### src/hw/rtl/obdil_pkg.sv
// Shared types and constants for the obstacle dilation block.
// No dependencies; every other file imports this package.
`default_nettype none

package obdil_pkg;

  localparam int MAX_WIDTH   = 1024;
  localparam int MAX_HEIGHT  = 1024;
  localparam int MAX_RADIUS  = 7;
  localparam int STORE_ROWS  = 2 * MAX_RADIUS;
  localparam int LANES       = MAX_RADIUS + 1;
  localparam int QUEUE_DEPTH = 2;

  localparam int CFG_W     = 11;
  localparam int CFG_IDX_W = 2;
  localparam int RAD_W     = 3;
  localparam int PIX_W     = 8;
  localparam int OUT_POS_W = 10;

  localparam int COL_W  = $clog2(MAX_WIDTH);
  localparam int ROW_W  = $clog2(MAX_HEIGHT);
  localparam int SLOT_W = $clog2(STORE_ROWS);
  localparam int LANE_W = $clog2(LANES);
  localparam int QPTR_W = (QUEUE_DEPTH > 1) ? $clog2(QUEUE_DEPTH) : 1;
  localparam int QCNT_W = $clog2(QUEUE_DEPTH + 1);

  localparam int WIDTH_RESET  = 1024;
  localparam int HEIGHT_RESET = 1024;
  localparam int RADIUS_RESET = 0;

  typedef enum logic [CFG_IDX_W-1:0] {
    CFG_FRAME_WIDTH    = 2'd0,
    CFG_FRAME_HEIGHT   = 2'd1,
    CFG_INFLATE_RADIUS = 2'd2
  } cfg_idx_t;

  typedef enum logic [1:0] {
    B_IDLE,
    B_UPD,
    B_EMIT
  } back_state_t;

  // one classified pixel, handed from front to back
  typedef struct packed {
    logic [LANES-1:0][STORE_ROWS-1:0] mask;
    logic [COL_W-1:0]                 col;
    logic [COL_W-1:0]                 col_lo;
    logic [COL_W-1:0]                 col_hi;
    logic [ROW_W-1:0]                 row_base;
    logic [LANE_W-1:0]                lane_last;
    logic [SLOT_W-1:0]                slot;
    logic [RAD_W-1:0]                 radius;
    logic                             obst;
    logic                             emit;
    logic                             row_last;
    logic                             col_last;
  } obdil_item_t;

endpackage

`default_nettype wire

### src/hw/rtl/obdil_front.sv
// Front end: configuration registers, raster position and pixel classification.
// Depends on obdil_pkg; feeds obdil_queue.
`default_nettype none

module obdil_front (
  input  logic                          clk,
  input  logic                          rst_n,
  input  logic                          cfg_wr_en,
  input  logic [obdil_pkg::CFG_IDX_W-1:0] cfg_index,
  input  logic [obdil_pkg::CFG_W-1:0]   cfg_data,
  input  logic                          in_valid,
  output logic                          in_ready,
  input  logic [obdil_pkg::PIX_W-1:0]   in_pixel_value,
  output logic                          item_valid,
  input  logic                          item_ready,
  output obdil_pkg::obdil_item_t        item
);
  import obdil_pkg::*;

  logic [CFG_W-1:0]  width_r, width_nxt;
  logic [CFG_W-1:0]  height_r, height_nxt;
  logic [RAD_W-1:0]  radius_r, radius_nxt;
  logic [ROW_W-1:0]  row_r, row_nxt;
  logic [COL_W-1:0]  col_r, col_nxt;
  logic [SLOT_W-1:0] slot_r, slot_nxt;
  logic              cfg_restart;
  logic              accept;

  logic [COL_W-1:0]  w_last;
  logic [ROW_W-1:0]  h_last;
  logic [RAD_W-1:0]  rad;
  logic [RAD_W-1:0]  q;
  logic              row_last, col_last, row_ge, col_ge;
  logic [COL_W-1:0]  col_lo;
  logic [SLOT_W-1:0] ring_gap [STORE_ROWS];
  logic [SLOT_W-1:0] reach [LANES];
  logic [SLOT_W-1:0] span [LANES];
  logic              lane_on [LANES];

  assign in_ready   = item_ready;
  assign item_valid = in_valid;
  assign accept     = in_valid && item_ready;

  always_comb begin
    width_nxt   = width_r;
    height_nxt  = height_r;
    radius_nxt  = radius_r;
    cfg_restart = 1'b0;
    if (cfg_wr_en) begin
      unique case (cfg_index)
        CFG_FRAME_WIDTH: begin
          width_nxt   = cfg_data;
          cfg_restart = 1'b1;
        end
        CFG_FRAME_HEIGHT: begin
          height_nxt  = cfg_data;
          cfg_restart = 1'b1;
        end
        CFG_INFLATE_RADIUS: begin
          radius_nxt  = cfg_data[RAD_W-1:0];
          cfg_restart = 1'b1;
        end
        default: ;
      endcase
    end
  end

  always_comb begin
    if (width_r == '0) begin
      w_last = '0;
    end else if (width_r > CFG_W'(MAX_WIDTH)) begin
      w_last = COL_W'(MAX_WIDTH - 1);
    end else begin
      w_last = COL_W'(width_r - CFG_W'(1));
    end
    if (height_r == '0) begin
      h_last = '0;
    end else if (height_r > CFG_W'(MAX_HEIGHT)) begin
      h_last = ROW_W'(MAX_HEIGHT - 1);
    end else begin
      h_last = ROW_W'(height_r - CFG_W'(1));
    end
    rad = (radius_r > RAD_W'(MAX_RADIUS)) ? RAD_W'(MAX_RADIUS) : radius_r;
  end

  always_comb begin
    row_last = (row_r == h_last);
    col_last = (col_r == w_last);
    row_ge   = (row_r >= ROW_W'(rad));
    col_ge   = (col_r >= COL_W'(rad));
    q        = row_ge ? rad : row_r[RAD_W-1:0];
    col_lo   = col_ge ? (col_r - COL_W'(rad)) : '0;
  end

  // ring distance from the current row's slot back to slot t
  always_comb begin
    for (int t = 0; t < STORE_ROWS; t++) begin
      if (slot_r >= SLOT_W'(t)) begin
        ring_gap[t] = slot_r - SLOT_W'(t);
      end else begin
        ring_gap[t] = slot_r + SLOT_W'(STORE_ROWS - t);
      end
    end
  end

  // per output row lane: how many rows back its window reaches
  always_comb begin
    for (int k = 0; k < LANES; k++) begin
      lane_on[k] = (rad != '0) && (LANE_W'(k) <= LANE_W'(q));
      span[k]    = SLOT_W'(q) - SLOT_W'(k) + SLOT_W'(rad) - SLOT_W'(1);
      reach[k]   = (ROW_W'(span[k]) > row_r) ? row_r[SLOT_W-1:0] : span[k];
    end
  end

  always_comb begin
    for (int k = 0; k < LANES; k++) begin
      for (int t = 0; t < STORE_ROWS; t++) begin
        item.mask[k][t] = lane_on[k] && (ring_gap[t] <= reach[k]);
      end
    end
    item.col       = col_r;
    item.col_lo    = col_lo;
    item.col_hi    = col_last ? col_r : col_lo;
    item.row_base  = row_r - ROW_W'(q);
    item.lane_last = row_last ? LANE_W'(q) : '0;
    item.slot      = slot_r;
    item.radius    = rad;
    item.obst      = (in_pixel_value == '0);
    item.emit      = (row_last || row_ge) && (col_last || col_ge);
    item.row_last  = row_last;
    item.col_last  = col_last;
  end

  always_comb begin
    row_nxt  = row_r;
    col_nxt  = col_r;
    slot_nxt = slot_r;
    if (cfg_restart) begin
      row_nxt  = '0;
      col_nxt  = '0;
      slot_nxt = '0;
    end else if (accept) begin
      if (col_last) begin
        col_nxt = '0;
        if (row_last) begin
          row_nxt  = '0;
          slot_nxt = '0;
        end else begin
          row_nxt  = row_r + ROW_W'(1);
          slot_nxt = (slot_r == SLOT_W'(STORE_ROWS - 1)) ? '0 : slot_r + SLOT_W'(1);
        end
      end else begin
        col_nxt = col_r + COL_W'(1);
      end
    end
  end

  always_ff @(posedge clk) begin
    if (!rst_n) begin
      width_r  <= CFG_W'(WIDTH_RESET);
      height_r <= CFG_W'(HEIGHT_RESET);
      radius_r <= RAD_W'(RADIUS_RESET);
      row_r    <= '0;
      col_r    <= '0;
      slot_r   <= '0;
    end else begin
      width_r  <= width_nxt;
      height_r <= height_nxt;
      radius_r <= radius_nxt;
      row_r    <= row_nxt;
      col_r    <= col_nxt;
      slot_r   <= slot_nxt;
    end
  end

endmodule

`default_nettype wire

### config.mk
export PLATFORM = sky130hd
export DESIGN_NAME = obdil_front
export DESIGN_NICKNAME = d
export VERILOG_FILES = /design/src/hw/rtl/obdil_pkg.sv /design/src/hw/rtl/obdil_front.sv
export SDC_FILE = /design/constraint.sdc
export NUM_CORES = 1
export LEC_CHECK = 0
export BUFFER_PORTS_ARGS = -buffer_cell sky130_fd_sc_hd__buf_2
export CAP_MARGIN = 10
export CELL_PAD_IN_SITES_DETAIL_PLACEMENT = 0
export CELL_PAD_IN_SITES_GLOBAL_PLACEMENT = 1
export CORE_MARGIN = 2
export CORE_UTILIZATION = 25
export DETAILED_ROUTE_END_ITERATION = 10
export HOLD_SLACK_MARGIN = 0.03
export PLACE_DENSITY_LB_ADDON = 0.15
export SLEW_MARGIN = 20
export SYNTH_ARGS = -nofsm -noshare
export SYNTH_HDL_FRONTEND = slang
export SYNTH_SLANG_ARGS = --single-unit
### constraint.sdc
create_clock -name clk -period 10.1 [get_ports clk]
set_input_delay 1.01 -clock clk [delete_from_list [all_inputs] [get_ports clk]]
set_output_delay 1.01 -clock clk [all_outputs]
set_load 0.01 [all_outputs]
; ---- After elaboration in Yosys (flattened, before gate mapping)
; Index checks and enable logic that the tools add are counted.
[totals]
word_cells = 387
ff_bits = 49
[op_classes]
n_bitwise = 1
order_cmp = 147
n_eq_ne = 5
n_addsub = 56
mux = 37
n_reduce_logical = 135
[op_table]
columns = cell, n
row1 = $le 4x4->1, 112
row2 = $logic_and 1x1->1, 122
row3 = $mux 4, 24
row4 = $gt 4x10->1, 8
row5 = $mux 10, 8
row6 = $sub 4x1->4 const B, 9
row7 = $add 4x3->4, 7
row8 = $add 4x4->4 const B, 7
row9 = $ge 4x4->1 const B, 6
row10 = $sub 4x4->4 const B, 6
row11 = $gt 11x11->1 const B, 2
row12 = $logic_not 11->1, 2
row13 = $add 10x1->10 const B, 2
row14 = $eq 10x10->1, 2
row15 = $ge 10x3->1, 2
row16 = $sub 10x1->10 const B, 2
row17 = $sub 10x3->10, 2
row18 = $add 4x3->4 const B, 4
row19 = $ge 4x3->1 const B, 4
row20 = $sub 3x3->4 const B, 4
row21 = $sub 4x3->4 const B, 4
row22 = $le 3x3->1 const A, 4
row23 = $mux 3, 3
row24 = $add 4x2->4 const B, 2
row25 = 22 further kinds, 33

; ---- Longest topological paths before layout
[depth]
depth_word = 11
depth_mapped = 28
depth_no_buf = 26

; ---- Worst setup path after synthesis
; No wires, ideal clock.
[synth_timing]
kind = flip-flop to output port
from = register row_r[0]
to = output item[107] in the netlist's numbering
path_slack_ns = 2.307
path_buffers = 1
t_required_ns = 9.090
arrival_time_ns = 6.783
stages_incl_launch_ff = 26
cell_sequence = dfxtp_1 clkbuf_1 clkinv_1 ha_1 nand2b_1 a221o_1 a21oi_1 nor2_1 a21oi_1 inv_1 ha_1 inv_1 fa_1 ha_1 nor2_1 xnor2_1 ha_1 nand4_1 a2111o_1 nand2_1 nor2_1 a21oi_1 ha_1 o21ai_0 or4b_2 a32oi_1
[synth_rtl]
columns = item, line_no
row1 = "start, declared", obdil_front.sv:23  ; logic [ROW_W-1:0] row_r, row_nxt;
row2 = "start signal, assigned", obdil_front.sv:170  ; row_r <= row_nxt;
row3 = "end, declared", obdil_front.sv:16  ; output obdil_pkg::obdil_item_t item

==> summary.txt <==
Route
  • Vias per inst: 5.59
  • Post-route ant nets: 0
  • DRT iter0 DRCs: 1061
  • DRC Markers: 0
  • Drt wl/cell: 24.4 µm
  • Final WL: 73800 µm
  • Number of iterations in the first detailed-routing pass: 7
  • Routed via count: 16900

STA
  • Setup Total Neg Slack: 0 ns
  • Min cycle time layout: 8.64 ns
  • Final max-slew violation count: 0
  • Max Clk Rate: 116 MHz
  • RSZ-0062 raised after global routing: no
  • Worst-Margin Slew: 1.11 ns
  • Min Hold Slack: 0.576 ns
  • Final period utilization: 0.856
  • Final Hold Vio Count: 0
  • Worst slew margin: 0.242
  • Setup violators final: 0
  • Clk_skew: 0.0107 ns

Setup path
  • Crit path launch: row_r[0]
  • CP Capture Point: item[107]
  • Reg2reg setup slack: 5.39 ns
  • Critical-path maximum fanout: 18
  • R2R Path End: slot_r[3]
  • Crit path DAT: 7.63 ns
  • Crit path kind: reg -> out
  • Worst Setup Start Kind: flip-flop
  • Reg-to-reg startpoint: width_r[0]
  • Worst reg2reg path depth: 11
  • CP Capture Type: output port
  • CP required: 9.09 ns

Place
  • GPL Wtd Cong: 0.838
  • Post-detail-place hpwl: 54500 µm
  • IO buf count: 193
  • Post-Place Cells: 3018

Clock tree
  • Total setup buffers inserted after CTS: 0
  • TritonCTS Buffers: 5
  • Clock Tree Buf Depth: 2
  • Root Buffer: clkbuf_16
  • CTS resizes: 0
  • Clk Latency, worst-skew pair: 0.30 ns
  • CTS Hold Bufs: 0
  • Clk slew on worst S/H paths: 0.08 ns
  • CTS Sinks: 49
  • H-tree Lvls: 2
  • CTS tree: built

Layout
  • Synth-to-layout area growth: 15.5%
  • Ant. Diodes: 0
  • Layout cells sized above 1: 0.169
  • Final Non-Filler Cells: 3026
  • Post-layout util: 0.292
  • Final nets: 2525
  • Filler cells: 6673

Power and ir drop
  • Pleak: 7.74 nW
  • P per Cell Area: 45.7 mW/mm²
  • Switch share: 0.419
  • Int Power: 0.478 mW
  • Clock power frac: 0.245
  • Final Power: 0.822 mW
  • P_sw: 0.344 mW
  • Max VDD drop: 0.0589 mV
  • Sequential power share: 0.249
  • Logic pwr share: 0.505

Floorplanning
  • Num ports: 194
  • Initial Util: 0.253
  • Die height: 254 µm
  • Die W: 254 µm
  • Die ar.: 0.0643 mm²
  • Core ar.: 0.0616 mm²
  • Number of core rows: 91

Global route
  • GRT Util Overall: 0.225
  • First-pass GRT wire length: 109000 µm
  • Total global routing overflow: 0
  • Largest net degree at the start of global routing: 41
  • Initial antenna violation count: 2
  • Vias in the first global route: 16700

Yosys
  • #FFs+latches synth: 49
  • Mapped Area: 0.0156 mm²
  • Post-Syn Nets: 2384
  • Synth top area share: 0.243
  • Synth area leaders: ha_1, dfxtp_1, xnor2_1
  • Most common cell in the netlist: ha_1
  • Ys async rst share: 0
  • Netlist cell types: 91
  • Register area share after synthesis: 0.0630
  • Post-synth EDFFs: 0
  • Gate Count Post-Synth: 2047
  • Post-synth top cells: ha_1, o21ai_0, nor2_1
  • Primary FF master, synth: dfxtp_1
  • Average size of a mapped cell: 7.60 µm²
  • Yosys warnings: 0
  • Yosys top cell by area: ha_1

Run status
  • Status: finished, final reports clean

Job
  • Max-cap violations: 0

Min path
  • Hold Crit Class: reg -> reg
-- flip-flops by register name (all words and copies together), names as in the netlist --
name / count
width_r: 11
row_r: 10
radius_r: 3
slot_r: 4
col_r: 10
height_r: 11
-- how the worst min path moves through the flow --
stage | start | end | slack, ns | cells past startpoint
floorplan | width_r[4] | width_r[4] | 0.52 | 2
global placement | height_r[8] | height_r[8] | 0.55 | 2
detailed placement | height_r[1] | height_r[1] | 0.56 | 2
CTS | height_r[1] | height_r[1] | 0.58 | 2
global route | width_r[4] | width_r[4] | 0.62 | 2
finish | width_r[7] | width_r[7] | 0.58 | 2
-- layer usage --
metal	vias to the layer above	GRT usage	wire, µm
met5	-	0	13
met4	2	0.0610	2160
met3	97	0.0244	3410
met2	470	0.390	35200
met1	8313	0.293	33100
li1	8036	-	-
-- kinds of logic after synthesis --
kind of cell	after synthesis	synth area share
compound gates	638	0.276
xor+xnor	149	0.0838
fa+ha+maj	349	0.279
buf+inv	224	0.0575
flops	49	0.0630
mux	78	0.0552
simple gates	560	0.186
-- cells in the final DEF (no fill, tap or decap), types with 19 or more instances in the layout --
cell type / Yosys / layout
a211oi_1: 20 / 19
a21oi_1: 149 / 146
a31oi_1: 27 / 26
a41oi_1: 38 / 38
buf_2: 19 / 193
buf_4: 4 / 82
dfxtp_1: 49 / 48
ha_1: 302 / 302
inv_1: 76 / 76
maj3_1: 38 / 38
mux2i_1: 52 / 45
nand2_1: 107 / 107
nand2b_1: 41 / 41
nand3_1: 35 / 35
nand4_1: 23 / 23
nor2_1: 151 / 151
nor2b_1: 66 / 66
nor3_1: 37 / 36
o21ai_0: 153 / 150
o22ai_1: 20 / 20
xnor2_1: 105 / 96
xor2_1: 44 / 43
-- power by group through the flow --
stage,Sequential [mW],Combinational (mW),Clock [mW]
2_1_floorplan,0.204,0.290,0
3_3_place_gp,0.209,0.402,0
3_5_place_dp,0.209,0.411,0
4_1_cts,0.205,0.413,0.207
6_report,0.205,0.415,0.202
5_1_grt,0.206,0.459,0.216
-- final cells by class --
cell class / count / area (µm²) / area share
timing repair buffer: 275 / 1580 / 0.0879
multi-input combinational: 1774 / 13900 / 0.772
sequential: 49 / 982 / 0.0546
inverter: 83 / 312 / 0.0173
clock buffer: 5 / 125 / 0.00696
clock inverter: 3 / 47.5 / 0.00264
tap: 837 / 1050 / 0.0582
-- metrics by stage --
step	setup WS, ns	cell area, µm²
4_1_cts	1.49	18000
3_5_place_dp	1.83	17800
2_1_floorplan	2.31	15600
6_report	1.46	18000
3_3_place_gp	1.95	17800
5_1_grt	0.877	18000
-- worst max-delay path: stages (launching register included) --
cell      delay (ns)
dfxtp_1         0.86
clkinv_1        0.22
ha_1            0.31
nand2b_1        0.18
a221o_1         0.35
a21oi_1         0.25
buf_4           0.20
nand2_1         0.08
nand2_1         0.22
ha_1            0.23
inv_1           0.07
fa_1            0.73
inv_1           0.20
ha_1            0.36
nand4_1         0.10
a2111o_1        0.41
nand2_1         0.32
mux2i_4         0.62
buf_4           0.36
o21ai_0         0.13
or4b_2          0.64
a32oi_1         0.27
buf_2           0.19
Note: power is estimated with default switching activity, not from simulation.
