## config.mk

```make
export PLATFORM = sky130hd
export DESIGN_NAME = obdil_queue
export DESIGN_NICKNAME = d
export VERILOG_FILES = /design/src/hw/rtl/obdil_pkg.sv /design/src/hw/rtl/obdil_queue.sv
export SDC_FILE = /design/constraint.sdc
export NUM_CORES = 1
export LEC_CHECK = 0
export BUFFER_PORTS_ARGS = -buffer_cell sky130_fd_sc_hd__buf_2
export CAP_MARGIN = 20
export CORE_MARGIN = 2
export CORE_UTILIZATION = 56
export DETAILED_ROUTE_END_ITERATION = 12
export PLACE_DENSITY = 0.81
export SLEW_MARGIN = 20
export SYNTH_ARGS = -nofsm -noshare
export SYNTH_HDL_FRONTEND = slang
export SYNTH_SLANG_ARGS = --single-unit
```

## constraint.sdc

```tcl
create_clock -name clk -period 10.6 [get_ports clk]
set_clock_uncertainty 0.05 [all_clocks]
set_input_delay 2.12 -clock clk [delete_from_list [all_inputs] [get_ports clk]]
set_output_delay 2.12 -clock clk [all_outputs]
set_load 0.02 [all_outputs]
```

## src/hw/rtl/obdil_pkg.sv

```systemverilog
// Shared types and constants for the obstacle dilation block.
// No dependencies; every other file imports this package.
`default_nettype none

package obdil_pkg;

  localparam int MAX_WIDTH   = 1024;
  localparam int MAX_HEIGHT  = 1024;
  localparam int MAX_RADIUS  = 7;
  localparam int STORE_ROWS  = 2 * MAX_RADIUS;
  localparam int LANES       = MAX_RADIUS + 1;
  localparam int QUEUE_DEPTH = 2;

  localparam int CFG_W     = 11;
  localparam int CFG_IDX_W = 2;
  localparam int RAD_W     = 3;
  localparam int PIX_W     = 8;
  localparam int OUT_POS_W = 10;

  localparam int COL_W  = $clog2(MAX_WIDTH);
  localparam int ROW_W  = $clog2(MAX_HEIGHT);
  localparam int SLOT_W = $clog2(STORE_ROWS);
  localparam int LANE_W = $clog2(LANES);
  localparam int QPTR_W = (QUEUE_DEPTH > 1) ? $clog2(QUEUE_DEPTH) : 1;
  localparam int QCNT_W = $clog2(QUEUE_DEPTH + 1);

  localparam int WIDTH_RESET  = 1024;
  localparam int HEIGHT_RESET = 1024;
  localparam int RADIUS_RESET = 0;

  typedef enum logic [CFG_IDX_W-1:0] {
    CFG_FRAME_WIDTH    = 2'd0,
    CFG_FRAME_HEIGHT   = 2'd1,
    CFG_INFLATE_RADIUS = 2'd2
  } cfg_idx_t;

  typedef enum logic [1:0] {
    B_IDLE,
    B_UPD,
    B_EMIT
  } back_state_t;

  // one classified pixel, handed from front to back
  typedef struct packed {
    logic [LANES-1:0][STORE_ROWS-1:0] mask;
    logic [COL_W-1:0]                 col;
    logic [COL_W-1:0]                 col_lo;
    logic [COL_W-1:0]                 col_hi;
    logic [ROW_W-1:0]                 row_base;
    logic [LANE_W-1:0]                lane_last;
    logic [SLOT_W-1:0]                slot;
    logic [RAD_W-1:0]                 radius;
    logic                             obst;
    logic                             emit;
    logic                             row_last;
    logic                             col_last;
  } obdil_item_t;

endpackage

`default_nettype wire

```

## src/hw/rtl/obdil_queue.sv

```systemverilog
// Short word queue between front and back.
// Depends on obdil_pkg.
`default_nettype none

module obdil_queue (
  input  logic                   clk,
  input  logic                   rst_n,
  input  logic                   push_valid,
  output logic                   push_ready,
  input  obdil_pkg::obdil_item_t push_item,
  output logic                   pop_valid,
  input  logic                   pop,
  output obdil_pkg::obdil_item_t pop_item
);
  import obdil_pkg::*;

  obdil_item_t       mem_r [QUEUE_DEPTH];
  logic [QPTR_W-1:0] wr_ptr_r, wr_ptr_nxt;
  logic [QPTR_W-1:0] rd_ptr_r, rd_ptr_nxt;
  logic [QCNT_W-1:0] count_r, count_nxt;
  logic              do_push, do_pop;

  assign push_ready = (count_r != QCNT_W'(QUEUE_DEPTH));
  assign pop_valid  = (count_r != '0);
  assign pop_item   = mem_r[rd_ptr_r];
  assign do_push    = push_valid && push_ready;
  assign do_pop     = pop && pop_valid;

  always_comb begin
    wr_ptr_nxt = wr_ptr_r;
    rd_ptr_nxt = rd_ptr_r;
    count_nxt  = count_r;
    if (do_push) begin
      wr_ptr_nxt = (wr_ptr_r == QPTR_W'(QUEUE_DEPTH - 1)) ? '0 : wr_ptr_r + QPTR_W'(1);
    end
    if (do_pop) begin
      rd_ptr_nxt = (rd_ptr_r == QPTR_W'(QUEUE_DEPTH - 1)) ? '0 : rd_ptr_r + QPTR_W'(1);
    end
    if (do_push && !do_pop) begin
      count_nxt = count_r + QCNT_W'(1);
    end else if (do_pop && !do_push) begin
      count_nxt = count_r - QCNT_W'(1);
    end
  end

  always_ff @(posedge clk) begin
    if (!rst_n) begin
      wr_ptr_r <= '0;
      rd_ptr_r <= '0;
      count_r  <= '0;
    end else begin
      wr_ptr_r <= wr_ptr_nxt;
      rd_ptr_r <= rd_ptr_nxt;
      count_r  <= count_nxt;
    end
  end

  always_ff @(posedge clk) begin
    if (do_push) begin
      mem_r[wr_ptr_r] <= push_item;
    end
  end

endmodule

`default_nettype wire

```

* After elaboration in Yosys (flattened, before gate mapping)
Memory sizes are Yosys's and may differ from the RTL's. A register that Yosys moved wholly into a read port is not among the register bits.
Cells that the tools add are included.
** Operators by class
- Add/sub/neg operators :: 4
- Eq/ne operators :: 1
- Muxes and demuxes :: 8
- Reductions and logical operators :: 8
** Operators with widths (count)
- 1-bit 2-to-1 mux :: 6
- 1-bit logical AND :: 4
- 2-bit 2-to-1 mux :: 2
- 2-bit nonzero test :: 2
- 1-bit adder, second input constant :: 2
- 2-bit by 1-bit adder with 2-bit output, second input constant :: 1
- 1-bit zero test :: 2
- 2-bit inequality test, second input constant :: 1
- 2-bit by 1-bit subtractor with 2-bit output, second input constant :: 1
** Word-level totals
- RAM bits :: 332
- Register bits :: 4
- Memories kept :: 1
** Memories
- mem_r :: words 2, bits a word 166, read ports 1, clocked after memory_dff 1, write ports 1, RTL line obdil_queue.sv:17 : obdil_item_t mem_r [QUEUE_DEPTH];

* Longest topological paths before layout
Gate-level depths: netlist of the first run.
- Word-level depth :: 6
- Depth in mapped cells :: 6
- Depth with buffers taken out :: 6

* Worst setup path after synthesis of the first run
No wires, ideal clock.
- Path kind :: input port to flip-flop
- Start point :: input port push_valid
- End point :: memory mem_r[1][0] in the netlist's numbering, enable pin
- Arrival time :: 5.973 ns
- Setup slack :: 4.030 ns
- Stages :: 1
- Required time :: 10.003 ns
- Buffers on the path :: 0
- Path through :: and3_1
** Between the ends
- Longest elaborated chain between the ends :: 3
** Ends and longest elaborated chain
- start, declared :: RTL line obdil_queue.sv:8 : input logic push_valid,
- 1-bit logical AND :: RTL line obdil_queue.sv:26 : assign do_push = push_valid && push_ready;
- 1-bit 2-to-1 mux :: RTL line obdil_queue.sv:59 : if (do_push) begin
- 1-bit 2-to-1 mux (not written as such) :: RTL line obdil_queue.sv:60 : mem_r[wr_ptr_r] <= push_item;
- end, declared :: RTL line obdil_queue.sv:17
No other way between the ends.

==> results.yml, run 1 <==
run_status:
  status: "complete, no violations"
route:
  vias_per_cell: 5.273
  wire_per_inst_um: 19.57
  routed_wl_mm: 23.67
  drt_iter0_drc: 408
  vias: 6380
  drc: 0
  antenna_left: 0
  drt-pass1-iter-count: 4
pwr:
  power.density_nw_per_um2: 253.2
  p_comb_frac: 0.255
  pwr-share-seq: 0.444
  switching_share: 0.2856
  internal-power_mw: 2.766
  p_leak_nw: 5.688
  pwr-share-clk: 0.301
  p_switching_mw: 1.106
  irDropWorstVdd_v: 0.0002618
die:
  initial_utilization: 0.5655
  chipWidth_um: 152.0
  core.rowCount: 54
  io_pins: 338
  core_area_um2: 21690
  die_h_um: 152.0
  dieArea_um2: 23100
yosys:
  synthCells: 540
  yosysMostFrequentCell: "edfxtp_1"
  syn_area_um2: 12260
  synth_ff_type: "edfxtp_1"
  syn_nets: 711
  yosys_warnings: 0
  yosys-top-cells-count: "edfxtp_1, mux2_2, buf_6, dfxtp_1, and2_1"
  ys_async_sr_fraction: 0
  avgSynthCellArea_um2: 22.71
  synth_cell_types: 21
  seq_area_frac_synth: 0.8211
  synth_edf_count: 332
  yosys.area.top_type: "edfxtp_1"
  synth.top_cell.area_share: 0.8129
  ys_seq_elements: 337
  synth_top_cells_by_area: "edfxtp_1, mux2_2, buf_6"
timing:
  slew_violations: 0
  finalSetupViolCount: 0
  fmax_mhz: 219.4
  finalHoldViolCount: 0
  finalCritPeriodShare: 0.4299
  timing.final.ws_setup_ns: 6.043
  max_slew_margin: 0.2829
  tightest_slew_ns: 1.076
  rsz0062_at_grt: "no"
  fin_crit_ns: 4.557
  setup_tns_ns: 0
layout:
  nNetsFinal: 1071
  fin_area_um2: 15290
  post-route-util: 0.7051
  fillerInstances: 1389
  layout-drive-gt1-share: 0.6041
  syn2layout_area_growth_pct: 24.69
grt:
  grt_pass1_wl_mm: 35.63
  grtUsageTotal: 0.1981
  antenna_found_initial: 9
  met3_usage: 0.05876
  overflow: 0
  use_met1: 0.2263
  grt_busiest_layer: "met2"
  grt_max_degree: 88
  grt_use_met2: 0.3505
  grt_pass1_vias: 6698
worst_setup_path:
  required_ns: 8.43
  slowest_delay_ns: 0.64
  critPathKind: "reg2out"
  crit_path_cell_trace: "buf_6 > mux2_2 > buf_2"
  cp_max_fo: 87
  endpoint_kind: "output pin"
  worst_path_max_delay_cell: "buf_6"
  start_kind: "flop"
  r2r_start: "count_r[0]"
  worst_ep_arrival_time_ns: 2.39
clock_tree:
  worstSkewPairLatency_ns: 0.49
  clock_path_buffers: 3
  post_cts_buffers: 0
  cts_resized: 0
  cts_hold_buffers: 0
  cts_root_buf: "clkbuf_16"
  cts_tree: "done"
  cts-buffers-inserted: 34
  path_clk_slew_ns: 0.06
  cts_sinks: 337
  htreeDepth: 2
hold_path:
  min-delay-start: "count_r[1]"
  hold_class: "reg2reg"
placement:
  placed_cell_area_um2: 14170
  dp_slack_ns: 6.057
  dp_hpwl_mm: 15.47
  gp_congestion: 0.7644
  portBuffers: 337
flow_run:
  drv_cap: 0
## area by class of cell
class	count	area [um2]	share of cell area
flip-flops and latches	337	10070	0.6587
multi-input cells	184	2013	0.1316
repair buffers	342	1728	0.1130
clock buffers	48	977.2	0.06390
well taps	280	350.3	0.02291
clock inverters	10	121.4	0.007936
diodes	8	20.02	0.001309
inverters	1	8.758	0.0005727
## cells by family after synthesis
kind of cell    Yosys count  synth area share
mux                     166            0.1524
buf+inv                  19           0.01520
fa+ha+maj                 1          0.001020
simple gates              9          0.005306
flops                   337            0.8211
xor+xnor                  3          0.002143
compound gates            5          0.002856
## stage by stage
step | instances | total power, mW | hold WS (ns)
2_1_floorplan | 540 | 2.467 | 0.4624
3_3_place_gp | 1144 | 2.715 | 0.4859
3_5_place_dp | 1144 | 2.738 | 0.5001
4_1_cts | 1202 | 3.915 | 0.5113
5_1_grt | 1210 | 4.016 | 0.5568
6_report | 1210 | 3.871 | 0.5199
## sequential cells by signal, summed over array words and instances (netlist names), named ones only
register	cells
rd_ptr_r	1
mem_r	332
count_r	2
wr_ptr_r	1
## per-layer routing
metal / share of wire / vias to the layer above
met5: 0 / -
met4: 0.029 / 0
met3: 0.074 / 52
met2: 0.53 / 264
met1: 0.36 / 3172
li1: - / 2892
## cell usage in the layout (no fill, tap or decap)
| cell type | n |
|---|---|
| a21bo_2 | 1 |
| a21boi_0 | 1 |
| a21boi_1 | 1 |
| and2_1 | 4 |
| and3_4 | 1 |
| buf_2 | 337 |
| buf_4 | 4 |
| buf_6 | 1 |
| bufinv_16 | 3 |
| clkbuf_1 | 10 |
| clkbuf_16 | 37 |
| clkbuf_8 | 1 |
| clkinv_1 | 5 |
| clkinv_2 | 1 |
| clkinvlp_4 | 1 |
| dfxtp_1 | 4 |
| dfxtp_4 | 1 |
| diode_2 | 8 |
| edfxtp_1 | 332 |
| ha_1 | 1 |
| inv_6 | 1 |
| mux2_2 | 166 |
| nand2b_4 | 1 |
| nand3b_1 | 1 |
| o21ai_0 | 1 |
| o21ai_1 | 1 |
| or2_2 | 1 |
| or3_1 | 1 |
| xnor2_1 | 2 |
| xor2_1 | 1 |
## critical path: cells and delay by family (launching register included)
| kind | cells | cell delay [ns] |
|---|---|---|
| multiplexers | 1 | 0.43 |
| buffers and inverters | 2 | 0.80 |
| flip-flops | 1 | 0.55 |
## worst paths after layout
kind | endpoint | slack, ns | depth (start not counted)
setup / recovery | pop_item[132] | 6.04 | 3
hold / removal | count_r[1] | 0.52 | 2
setup reg to reg | mem_r[0][104] | 7.70 | 4
hold reg to reg | count_r[1] | 0.52 | 2
## power groups by stage
stage               Clock, mW  Sequential, mW  Combinational (mW)
detailed placement          0            1.75               0.991
global route             1.24            1.73                1.05
CTS                      1.20            1.72               0.998
finish                   1.17            1.72               0.986
global placement            0            1.73               0.981
floorplan                   0            1.75               0.720
Power figures use the tool's default switching activity.
==> inputs of run 2 (changes only) <==
--- a/config.mk
+++ b/config.mk
@@ -8,9 +8,9 @@
 export BUFFER_PORTS_ARGS = -buffer_cell sky130_fd_sc_hd__buf_2
 export CAP_MARGIN = 20
 export CORE_MARGIN = 2
-export CORE_UTILIZATION = 56
+export CORE_UTILIZATION = 52
 export DETAILED_ROUTE_END_ITERATION = 12
-export PLACE_DENSITY = 0.81
+export PLACE_DENSITY = 0.75
 export SLEW_MARGIN = 20
 export SYNTH_ARGS = -nofsm -noshare
 export SYNTH_HDL_FRONTEND = slang
==> constraint.sdc (replaced) <==
create_clock -name clk -period 4.7 [get_ports clk]
set_clock_uncertainty 0.05 [all_clocks]
set_input_delay 0.94 -clock clk [delete_from_list [all_inputs] [get_ports clk]]
set_output_delay 0.94 -clock clk [all_outputs]
set_load 0.02 [all_outputs]
==> run 2 against run 1 <==
- wire length decreased by 0.46%
- die area increased by 7.5%
- register-to-register slack got worse by 5.1 ns
- sequential power increased by 120%
- sequential share of layout area decreased by 0.56 points
- cell count rose by 3.1%
- cell area increased by 0.85%
- flip-flop and latch count unchanged
- worst hold slack improved by 0.023 ns
- first-iteration DRC count down 11%
- non-clock buffer count decreased by 1
- critical endpoint is now pop_item[75]
- largest power group unchanged
==> results.yml, run 2 (synthesis gave the netlist of run 1 again) <==
placement:
  portBuffers: 337
  gp_congestion: 0.7625
  dp.cells: 1182
  dp_hpwl_mm: 14.91
run_status:
  status: "complete, no violations"
worst_setup_path:
  slowest_delay_ns: 0.47
  required_ns: 3.71
  worst_path_max_delay_cell: "buf_12"
  crit_path_cell_trace: "buf_12 > mux2_2 > buf_2"
  start_kind: "flop"
  critPathKind: "reg2out"
  cp_max_fo: 166
  worst_ep_arrival_time_ns: 2.35
  endpoint_kind: "output pin"
timing:
  finalHoldViolCount: 0
  fmax_mhz: 299.1
  slew_violations: 0
  finalSetupViolCount: 0
  fin_crit_ns: 3.343
  max_slew_margin: 0.1867
  tightest_slew_ns: 1.220
  setup_tns_ns: 0
  finalCritPeriodShare: 0.7112
  rsz0062_at_grt: "no"
grt:
  grt_pass1_vias: 6452
  grt_pass1_wl_mm: 33.75
  grtUsageTotal: 0.1809
  overflow: 0
  grt_max_degree: 167
  antenna_found_initial: 5
clock_tree:
  post_cts_buffers: 0
  cts_root_buf: "clkbuf_16"
  cts_hold_buffers: 0
  cts_tree: "done"
  worstSkewPairLatency_ns: 0.49
  htreeDepth: 2
  clock_path_buffers: 3
  path_clk_slew_ns: 0.06
  cts_sinks: 337
  cts_resized: 0
  cts-buffers-inserted: 35
pwr:
  pwr-share-seq: 0.433
  p_comb_frac: 0.256
  power.density_nw_per_um2: 576.6
  internal-power_mw: 6.357
  irDropWorstVdd_v: 0.0004008
  pwr-share-clk: 0.312
  switching_share: 0.2851
  p_switching_mw: 2.536
  p_leak_nw: 5.727
route:
  vias_per_cell: 5.001
  drt-pass1-iter-count: 4
  routed_wl_mm: 23.56
  vias: 6236
  drc: 0
  wire_per_inst_um: 18.90
  antenna_left: 0
  drt_iter0_drc: 365
layout:
  fillerInstances: 1589
  largest_reg_flops: 332
  nNetsFinal: 1071
  final_cell_mix: "buf_2, edfxtp_1, mux2_2, clkbuf_16, clkinv_2"
  layout.cells.non_filler: 1247
  final_common_cell: "buf_2"
  regMostFlops: "mem_r"
  layout-drive-gt1-share: 0.6097
  syn2layout_area_growth_pct: 25.75
  top_regs: "mem_r: 332 flops, count_r: 2 flops"
die:
  core.rowCount: 56
  core_area_um2: 23330
  io_pins: 338
  chipWidth_um: 157.6
  dieArea_um2: 24830
  die_h_um: 157.6
  initial_utilization: 0.5256
hold_path:
  hold_class: "reg2reg"
flow_run:
  drv_cap: 0
[run 2: final cells by class]
class,count,area [um2],area share
Sequential cell,337,10070,0.6532
Antenna cell,3,7.507,0.0004868
Clock buffer,43,948.4,0.06150
Multi-Input combinational cell,184,2013,0.1305
Timing Repair Buffer,341,1754,0.1137
Tap cell,319,399.1,0.02588
Clock inverter,19,219.0,0.01420
Inverter,1,7.507,0.0004868
[run 2: power groups by stage]
stage | combinational (mW) | clock, mW | sequential (mW)
global placement | 2.27 | 0 | 3.89
detailed placement | 2.28 | 0 | 3.91
floorplan | 1.63 | 0 | 3.91
finish | 2.27 | 2.77 | 3.85
CTS | 2.29 | 2.83 | 3.85
global route | 2.42 | 2.93 | 3.88
[run 2: metal layers]
layer / up-vias / part of all wire / track usage
met5: - / 0.0011 / 0
met2: 250 / 0.51 / 0.3138
li1: 2883 / - / -
met1: 3048 / 0.36 / 0.2013
met4: 4 / 0.027 / 0.06926
met3: 51 / 0.095 / 0.07145
[run 2: final timing paths]
check	from	to	cells past startpoint	slack (ns)
max	flop	pop_item[75]	3	1.36
min reg2reg	rd_ptr_r	flop	2	0.54
min	rd_ptr_r	flop	2	0.54
max reg2reg	count_r[0]	mem_r[0][106]	4	2.60
[run 2: per-stage QoR]
| step | power [mW] | util | area [um2] | worst slack (ns) | hold WS (ns) |
|---|---|---|---|---|---|
| global placement | 6.159 | 0.6106 | 14250 | 2.028 | 0.4867 |
| finish | 8.893 | 0.6610 | 15420 | 1.357 | 0.5429 |
| global route | 9.226 | 0.6609 | 15420 | 1.397 | 0.5600 |
| detailed placement | 6.190 | 0.6106 | 14250 | 2.040 | 0.5208 |
| CTS | 8.979 | 0.6607 | 15410 | 1.492 | 0.5482 |
| floorplan | 5.535 | - | 12270 | 0.7206 | 0.4624 |
[run 2: worst max-delay path: cells and delay by family (launching register included)]
family	cells	cell delay, ns
DFF	1	0.35
muxes	1	0.44
buffers and inverters	2	0.64
==> inputs of run 3 (changes only) <==
==> constraint.sdc (replaced) <==
create_clock -name clk -period 3.1 [get_ports clk]
set_clock_uncertainty 0.05 [all_clocks]
set_input_delay 0.62 -clock clk [delete_from_list [all_inputs] [get_ports clk]]
set_output_delay 0.62 -clock clk [all_outputs]
set_load 0.02 [all_outputs]
==> run 3 against run 2 <==
- worst hold slack worse by 0.28 ns
- register-to-register slack got worse by 1.5 ns
- setup slack worse by 0.97 ns
- non-clock buffer count rose by 16
- via count grew 1.4%
- die area stayed put
- power is 46% higher
- clock power rose by 30%
- utilization is 0.064 points higher
- first-iteration DRC count rose by 11%
- flip-flop and latch count stayed put
==> results.yml, run 3 (synthesis gave the netlist of run 1 again) <==
die:
  chipWidth_um: 157.6
  die_h_um: 157.6
  io_pins: 338
  core_area_um2: 23330
  core.rowCount: 56
  initial_utilization: 0.5256
  dieArea_um2: 24830
route:
  drt-pass1-iter-count: 4
  wl_met1_mm: 8.723
  vias: 6322
  antenna_left: 0
  wl_met3_mm: 2.309
  routed_wl_mm: 23.93
  highest_layer: "met5"
  wire_per_inst_um: 19.01
  drt_iter0_drc: 406
  drc: 0
  route.met2.wl_mm: 12.25
  vias_per_cell: 5.021
grt:
  grt_pass1_wl_mm: 34.43
  overflow: 0
  grt_pass1_vias: 6537
  grtUsageTotal: 0.1842
  grt_max_degree: 44
  antenna_found_initial: 3
timing:
  tightest_slew_ns: 0.6153
  fmax_mhz: 368.5
  max_slew_margin: 0.5889
  finalSetupViolCount: 0
  fin_crit_ns: 2.714
  finalHoldViolCount: 0
  slew_violations: 0
  rsz0062_at_grt: "no"
  finalCritPeriodShare: 0.8753
worst_setup_path:
  r2r_setup_slack_ns: 1.06
  worst_ep_arrival_time_ns: 2.04
  r2r_start: "count_r[1]"
  endpoint_kind: "output pin"
  cp_max_fo: 32
  required_ns: 2.43
  worst_path_max_delay_cell: "dfxtp_4"
  crit_path_cell_trace: "buf_4 > mux2_2 > buf_2"
  start_kind: "flop"
  path_buf_inv: 2
  critPathKind: "reg2out"
  crit_family: "flip-flops"
  slowest_delay_ns: 0.68
clock_tree:
  cts_sinks: 337
  worstSkewPairLatency_ns: 0.49
  cts_root_buf: "clkbuf_16"
  clock_path_buffers: 3
  cts-buffers-inserted: 34
  cts_resized: 0
  cts_hold_buffers: 0
  cts_tree: "done"
  post_cts_buffers: 0
  path_clk_slew_ns: 0.06
  htreeDepth: 2
pwr:
  irDropWorstVdd_v: 0.0005963
  pwr-share-clk: 0.277
  power.density_nw_per_um2: 843.4
  internal-power_mw: 9.224
  p_comb_frac: 0.271
  p_switching_mw: 3.796
  switching_share: 0.2915
  p_leak_nw: 5.744
  pwr-share-seq: 0.452
placement:
  placed_cell_area_um2: 14460
  dp_hpwl_mm: 16.66
  portBuffers: 337
  gp_congestion: 0.8293
layout:
  final_common_cell: "buf_2"
  regMostFlops: "mem_r"
  fillerInstances: 1605
  fin_area_um2: 15440
  syn2layout_area_growth_pct: 25.87
  nNetsFinal: 1086
  top_regs: "mem_r: 332 flops, count_r: 2 flops"
  final_cell_mix: "buf_2, edfxtp_1, mux2_2, clkbuf_16, clkbuf_1"
  largest_reg_flops: 332
  layout-drive-gt1-share: 0.6077
  post-route-util: 0.6616
run_status:
  status: "complete, no violations"
hold_path:
  hold_class: "in2reg"
  min-delay-start: "push_item[33]"
flow_run:
  drv_cap: 0
## run 3: routing by layer
layer,track usage,up-vias
met5,0,-
li1,-,2916
met1,0.2022,3100
met4,0.06623,2
met2,0.3267,251
met3,0.06981,53
## run 3: power by group through the flow
stage	combinational [mW]	clock, mW	sequential (mW)
after floorplan	2.47	0	5.92
after global placement	3.52	0	5.97
after detailed placement	3.55	0	6.00
after CTS	3.57	3.71	5.90
after global routing	3.75	3.88	5.95
final	3.53	3.60	5.89
## run 3: path summary, 6_finish.rpt
check                 end  cells past startpoint
min          mem_r[1][33]                      1
min reg2reg    count_r[1]                      2
max reg2reg  mem_r[0][56]                      4
max          pop_item[93]                      3
## run 3: cell type report
type,count,area (um2),area share
diodes,2,5.005,0.0003242
clock buffers,48,924.6,0.05990
clock inverters,11,52.55,0.003404
inverters,1,7.507,0.0004863
multi-input cells,184,2013,0.1304
flip-flops and latches,337,10070,0.6525
well taps,319,399.1,0.02586
repair buffers,357,1962,0.1271
## run 3: per-stage QoR
stage | worst slack (ns) | hold slack [ns] | std cells | total power [mW] | setup TNS (ns)
CTS | 0.3204 | 0.2345 | 1257 | 13.18 | 0
global route | 0.2751 | 0.2371 | 1258 | 13.57 | 0
detailed placement | 0.8423 | 0.5117 | 1198 | 9.548 | 0
floorplan | -0.5594 | 0.4624 | 540 | 8.384 | -92.85
finish | 0.3865 | 0.2588 | 1259 | 13.02 | 0
global placement | 0.8882 | 0.4899 | 1198 | 9.489 | 0
## run 3: worst register-to-register path, stage by stage, from the launching register on
cell and delay, ns:
dfxtp_1 0.44, nand2b_4 0.10, nand3b_1 0.16, clkinvlp_4 0.53, buf_4 0.47
